==> config.mk <==
export PLATFORM = sky130hd
export DESIGN_NAME = sft_cell
export DESIGN_NICKNAME = d
export VERILOG_FILES = /design/src/hw/rtl/sorted_frequency_table_core_defines.svh /design/src/hw/rtl/sft_pkg.sv /design/src/hw/rtl/sft_cell.sv
export SDC_FILE = /design/constraint.sdc
export NUM_CORES = 1
export LEC_CHECK = 0
export ABC_AREA = 1
export BUFFER_PORTS_ARGS = -buffer_cell sky130_fd_sc_hd__buf_2
export CAP_MARGIN = 20
export CORE_ASPECT_RATIO = 2
export CORE_UTILIZATION = 52
export DETAILED_ROUTE_END_ITERATION = 8
export GPL_ROUTABILITY_DRIVEN = 0
export PLACE_DENSITY_LB_ADDON = 0.05
export SLEW_MARGIN = 30
export SYNTH_ARGS = -nofsm -noshare
export SYNTH_HDL_FRONTEND = slang
export SYNTH_SLANG_ARGS = --single-unit
==> constraint.sdc <==
create_clock -name clk -period 4.9 [get_ports clk]
set_input_delay 0.49 -clock clk [delete_from_list [all_inputs] [get_ports clk]]
set_output_delay 0.49 -clock clk [all_outputs]
set_load 0.03 [all_outputs]
==> src/hw/rtl/sorted_frequency_table_core_defines.svh <==
// Assertion macros of the sorted frequency table RTL.
`ifndef SORTED_FREQUENCY_TABLE_CORE_DEFINES_SVH
`define SORTED_FREQUENCY_TABLE_CORE_DEFINES_SVH

// Same-cycle implication, sampled on clk, off while arst_n is low.
`define SFT_ASSERT_NOW(label, ante, cons, msg) \
	label: assert property (@(posedge clk) disable iff (!arst_n) (ante) |-> (cons)) \
		else $error(msg);

// Next-cycle implication, sampled on clk, off while arst_n is low.
`define SFT_ASSERT_NEXT(label, ante, cons, msg) \
	label: assert property (@(posedge clk) disable iff (!arst_n) (ante) |=> (cons)) \
		else $error(msg);

`endif

==> src/hw/rtl/sft_pkg.sv <==
// Types, constants and codes of the sorted frequency table.
package sft_pkg;

	localparam int TABLE_DEPTH = 128;
	localparam int IDX_W       = (TABLE_DEPTH > 1) ? $clog2(TABLE_DEPTH) : 1;
	localparam int FILL_W      = $clog2(TABLE_DEPTH + 1);
	localparam int KEY_W       = 32;
	localparam int CNT_W       = 32;
	localparam int POS_W       = 7;
	localparam int USED_W      = 8;

	localparam logic REQ_COUNT = 1'b0;
	localparam logic REQ_QUERY = 1'b1;

	localparam logic [1:0] ST_HIT    = 2'd0;
	localparam logic [1:0] ST_INSERT = 2'd1;
	localparam logic [1:0] ST_MISS   = 2'd2;
	localparam logic [1:0] ST_DROP   = 2'd3;

	typedef struct packed {
		logic                    req_type;
		logic signed [KEY_W-1:0] key;
	} req_t;

	typedef struct packed {
		logic [1:0]        status;
		logic [CNT_W-1:0]  occurrences;
		logic [POS_W-1:0]  position;
		logic [USED_W-1:0] entries_used;
	} rsp_t;

	// Broadcast from the controller to every cell.
	typedef struct packed {
		logic                    cmp_en;
		logic signed [KEY_W-1:0] cmp_key;
		logic                    upd_en;
		logic signed [KEY_W-1:0] key;
		logic                    query;
		logic                    insert;
	} cell_cmd_t;

	// What a cell hands to its upper neighbor.
	typedef struct packed {
		logic                    valid;
		logic                    ge;
		logic signed [KEY_W-1:0] key;
		logic [CNT_W-1:0]        count;
	} cell_link_t;

	// Per-cell status back to the controller.
	typedef struct packed {
		logic             eq;
		logic             sel;
		logic [CNT_W-1:0] occ;
	} cell_stat_t;

endpackage

==> src/hw/rtl/sft_cell.sv <==
// One table cell: a key, its count, a valid bit and the compare flags.
module sft_cell import sft_pkg::*; (
	input  logic       clk,
	input  logic       arst_n,
	input  cell_cmd_t  cmd,
	input  cell_link_t left,
	output cell_link_t right,
	output cell_stat_t stat
);

	logic                    valid_q;
	logic                    ge_q;
	logic                    eq_q;
	logic signed [KEY_W-1:0] key_q;
	logic [CNT_W-1:0]        count_q;
	logic [CNT_W-1:0]        sat_count;
	logic                    slot_here;

	assign sat_count = (count_q == '1) ? count_q : count_q + CNT_W'(1);

	// First entry not below the key, or the first free entry.
	assign slot_here = !left.ge && left.valid && (ge_q || !valid_q);

	always_ff @(posedge clk or negedge arst_n) begin
		if (!arst_n) begin
			valid_q <= 1'b0;
			ge_q    <= 1'b0;
			eq_q    <= 1'b0;
		end else begin
			if (cmd.cmp_en) begin
				ge_q <= valid_q && (key_q >= cmd.cmp_key);
				eq_q <= valid_q && (key_q == cmd.cmp_key);
			end
			if (cmd.upd_en && cmd.insert && (left.ge || slot_here)) begin
				valid_q <= 1'b1;
			end
		end
	end

	always_ff @(posedge clk) begin
		if (cmd.upd_en) begin
			if (cmd.insert) begin
				if (left.ge) begin
					key_q   <= left.key;
					count_q <= left.count;
				end else if (slot_here) begin
					key_q   <= cmd.key;
					count_q <= CNT_W'(1);
				end
			end else if (eq_q && !cmd.query) begin
				count_q <= sat_count;
			end
		end
	end

	assign right = '{valid: valid_q, ge: ge_q, key: key_q, count: count_q};

	assign stat.eq  = eq_q;
	assign stat.sel = slot_here;
	assign stat.occ = eq_q ? (cmd.query ? count_q : sat_count) : '0;

endmodule

Word level (Yosys, flattened, before mapping)
Cells that the tools add are included.
{"block": "word_totals", "register_bits": 67, "latchBits": 0, "ramBits": 0, "rom_bits": 0, "input_bits": 136, "out_inout_bits": 100, "elab_cells": 35, "mem_count": 0}
{"block": "op_classes", "add_sub_neg": 1, "n_mul": 0, "div": 0, "n_lt_le_gt_ge": 1, "n_eq_ne": 3, "shifts": 0, "n_mux": 9, "n_bitwise": 0, "n_reduce_logical": 16}
{"operator": "$mux 32", "count": 9}
{"operator": "$add 32x1->32 const B", "count": 1}
{"operator": "$eq 32x32->1", "count": 1}
{"operator": "$eq 32x32->1 const B", "count": 1}
{"operator": "$ge 32x32->1", "count": 1}
{"operator": "$logic_and 1x1->1", "count": 7}
{"operator": "$reduce_and 3->1", "count": 2}
{"operator": "$reduce_bool 2->1", "count": 2}
{"operator": "$logic_not 1->1", "count": 3}
{"operator": "$ne 3x1->1 const B", "count": 1}
{"operator": "$logic_or 1x1->1", "count": 2}

Depth between registers and ports, before layout
{"block": "logic_depth", "word_depth": 6, "ltp_mapped": 17, "ltp_nobuf": 17}

Worst setup path after synthesis
No wires, ideal clock.
{"block": "synth_path", "path_kind": "flip-flop to output port", "from": "reg count_q[0]", "to": "out stat[0] (netlist bit)", "t_arrival_ns": 2.267, "t_required_ns": 4.410, "slack_ns": 2.143, "stages_incl_launch_ff": 12, "path_buffers": 1, "cell_sequence": "edfxtp_1 > ha_1 > nand3_2 > inv_2 > nand2_2 > inv_2 > nand3_2 > inv_2 > nand2_4 > buf_6 > xnor2_2 > a21oi_1"}
{"element": "start: declaration", "line_no": "sft_cell.sv:15", "source": "logic [CNT_W-1:0] count_q;"}
{"element": "start signal: assignment", "line_no": "sft_cell.sv:45", "source": "count_q <= left.count;"}
{"element": "start signal: assignment", "line_no": "sft_cell.sv:51", "source": "count_q <= sat_count;"}
{"element": "end: declaration", "line_no": "sft_cell.sv:8", "source": "output cell_stat_t stat"}

==> metrics.md <==
| Metric | Value |
|---|---|
| EDFF count, synth | `64` |
| Final WL | `16,900 microns` |
| Slew Limit Headroom | `40.6%` |
| Initial Util | `53.2%` |
| # IOs | `236` |
| Die Area | `0.0108 sq mm` |
| Setup TNS | `0 ns` |
| PwrDens | `257 mW/mm^2` |
| Startpoint Class | `register` |
| Async S/R FF share, synth | `4.48%` |
| Synthesized net count | `939` |
| Largest net degree at the start of global routing | `49` |
| Sequential element share of the synthesized area | `37.2%` |
| Worst-margin pin slew | `0.886 ns` |
| Leak pwr | `0.00402 uW` |
| Hold Path Class | `primary input to register` |
| Worst Setup Path Type | `register to output port` |
| Via density | `5.05` |
| Hold Slack | `0.381 ns` |
| Initial antenna violation count | `0` |
| Die Height | `146 microns` |
| Die Wd | `73.9 microns` |
| Most common cell after layout, fill and taps aside | `nand2_1` |
| Clock Latency Late Sink | `0.33 ns` |
| Total CTS buffers | `9` |
| Clk slew on worst S/H paths | `0.06 ns` |
| Crit Path Max Fanout | `33` |
| Area growth syn-to-layout | `29.7%` |
| Most common cell on crit path | `inv_2` |
| Layout cells sized above 1 | `28.6%` |
| Synthesized flop and latch total | `67` |
| Clock root cell | `clkbuf_16` |
| Starting DRT DRC Count | `306` |
| Synth Flop Type | `edfxtp_1` |
| Pwr Total | `1790 uW` |
| Final HPWL DP | `13,200 microns` |
| Post-layout nets | `1,160` |
| N_diodes | `0` |
| Synthesis Warnings | `0` |
| First-pass GRT wire length | `26,100 microns` |
| DRT Pass-1 Iters | `5` |
| Max Cap Violations | `0` |
| Post-synthesis cell count | `770` |
| RSZ-0062 raised after global routing | `false` |
| Critical path's slowest cell | `edfxtp_1` |
| Minimum clock period | `3.21 ns` |
| Critical-path cell list | `ha_1 -> nand3_2 -> inv_2 -> nand2_2 -> inv_2 -> nand3_2 -> inv_2 -> nand2_4 -> nand2_1 -> o21ai_0 -> a21oi_1 -> buf_2` |
| VDD IR max | `0.229 mV` |
| Final ANT Viol Nets | `0` |
| Core area | `0.0101 sq mm` |
| Post-Syn Area | `0.00537 sq mm` |
| Crit path DAT | `2.72 ns` |
| Drt wl/cell | `15.0 microns` |
| Fmax | `312 MHz` |
| Final setup fails | `0` |
| Status | `finished clean` |
| Final Hold Vio Count | `0` |
| Worst path max stage delay | `0.53 ns` |
| Mean Syn Cell Area | `6.97 sq um` |
| WP buf/inv | `4` |
| PortBufs | `235` |
| Clock Sinks | `67` |
| Leading cell types in the layout, fill and taps excluded | `303 x nand2_1, 235 x buf_2, 103 x inv_1` |
| GRT overflow | `0` |
| Cell row count | `52` |
| Critical path's top delay family | `simple AND/OR/NAND/NOR gates` |
| # DRC | `0` |
| CP endpoint kind | `output port` |
| Final period utilization | `65.5%` |
| CTS HTree Levels | `3` |
| CP required | `4.41 ns` |
| Synth unique cells | `34` |
| Vias | `5,708` |
| Vias in the first global route | `5,798` |
| CTS tree | `yes` |
| Tot GR Track Use | `32.3%` |
| Clock Tree Buf Depth | `2` |
| Slew Viols, Final | `0` |
| Clock skew | `0.00794 ns` |
[synthesized netlist by cell type, drive strengths merged, types with 2 or more instances]
cell | count | area share [%]
xor2 | 21 | 3.4
clkbuf | 19 | 1.3
nand3 | 13 | 1.5
ha | 33 | 7.7
nor2 | 66 | 5.2
buf | 10 | 1.4
dfrtp | 3 | 1.4
o21ai | 41 | 4.2
inv | 117 | 8.2
a21o | 2 | 0.28
nand4 | 11 | 1.3
nor3 | 14 | 1.5
a22o | 2 | 0.33
a21oi | 42 | 3.9
edfxtp | 64 | 36
nand2 | 306 | 22
[per-stage QoR]
stage,setup WS [ns],std cells,instance area (sq um),utilization [%]
2_1_floorplan,2.14,770,5370,-
3_3_place_gp,1.55,1114,6590,65.3
3_5_place_dp,1.50,1114,6590,65.3
4_1_cts,1.71,1131,6970,69.1
5_1_grt,1.56,1131,6970,69.1
6_report,1.69,1131,6970,69.1
[flip-flops by register name (all words and copies together), names as in the netlist]
register / flops
valid_q: 1
key_q: 32
count_q: 32
ge_q: 1
eq_q: 1
[timing repair]
action / 4_1_cts / 5_1_grt
hold buffers: 1 / 0
resized for setup: 0 / 0
hold endpoints to repair: 3 / 0
setup buffers: 0 / 0
setup endpoints to repair: 0 / 0
[per-layer routing]
| layer | GRT usage (%) | up-vias | wire [microns] | share of wire (%) |
|---|---|---|---|---|
| met2 | 62.8 | 223 | 9680 | 57 |
| met4 | 20.6 | 0 | 886 | 5.2 |
| met3 | 5.40 | 67 | 834 | 4.9 |
| met5 | 0 | - | 0 | 0 |
| met1 | 28.1 | 2550 | 5510 | 33 |
| li1 | - | 2868 | - | - |
[power breakdown]
part,total (uW),switching [uW],leakage (uW),internal (uW)
Combinational,301,192,0.00321,109
Clock,806,255,0.000177,551
Sequential,684,22.4,0.000631,661
[layout make-up]
class,count,area [sq um]
tap,135,169
clock inverter,6,138
inverter,118,443
timing repair buffer,239,1210
fill,980,3120
sequential,67,2000
clock buffer,10,229
multi-input combinational,556,2780
[worst paths after layout]
path                       slack (ns)        from          to  cells past startpoint
setup / recovery                 1.69  count_q[0]     stat[1]                     12
hold / removal                   0.38     cmd[67]        eq_q                      2
setup reg to reg                 2.53  count_q[0]  count_q[1]                     10
hold reg to reg                  0.52     valid_q     valid_q                      2
max in group asynchronous        4.28      arst_n        ge_q                      2
min in group asynchronous        0.51      arst_n        eq_q                      2
[cells by family (layout without fill, tap and decap cells)]
kind of cell               count (synthesis)  after routing  share of synthesized area [%]
buffers and inverters                    147            373                           11.0
xor gates and xnor gates                  22             22                           3.73
DFF                                       67             67                           37.2
AOI/OAI and AO/OA                         90             90                           9.11
and+or+nand+nor                          411            411                           31.3
adders and majority gates                 33             33                           7.69
Note: power is estimated with default switching activity, not from simulation.
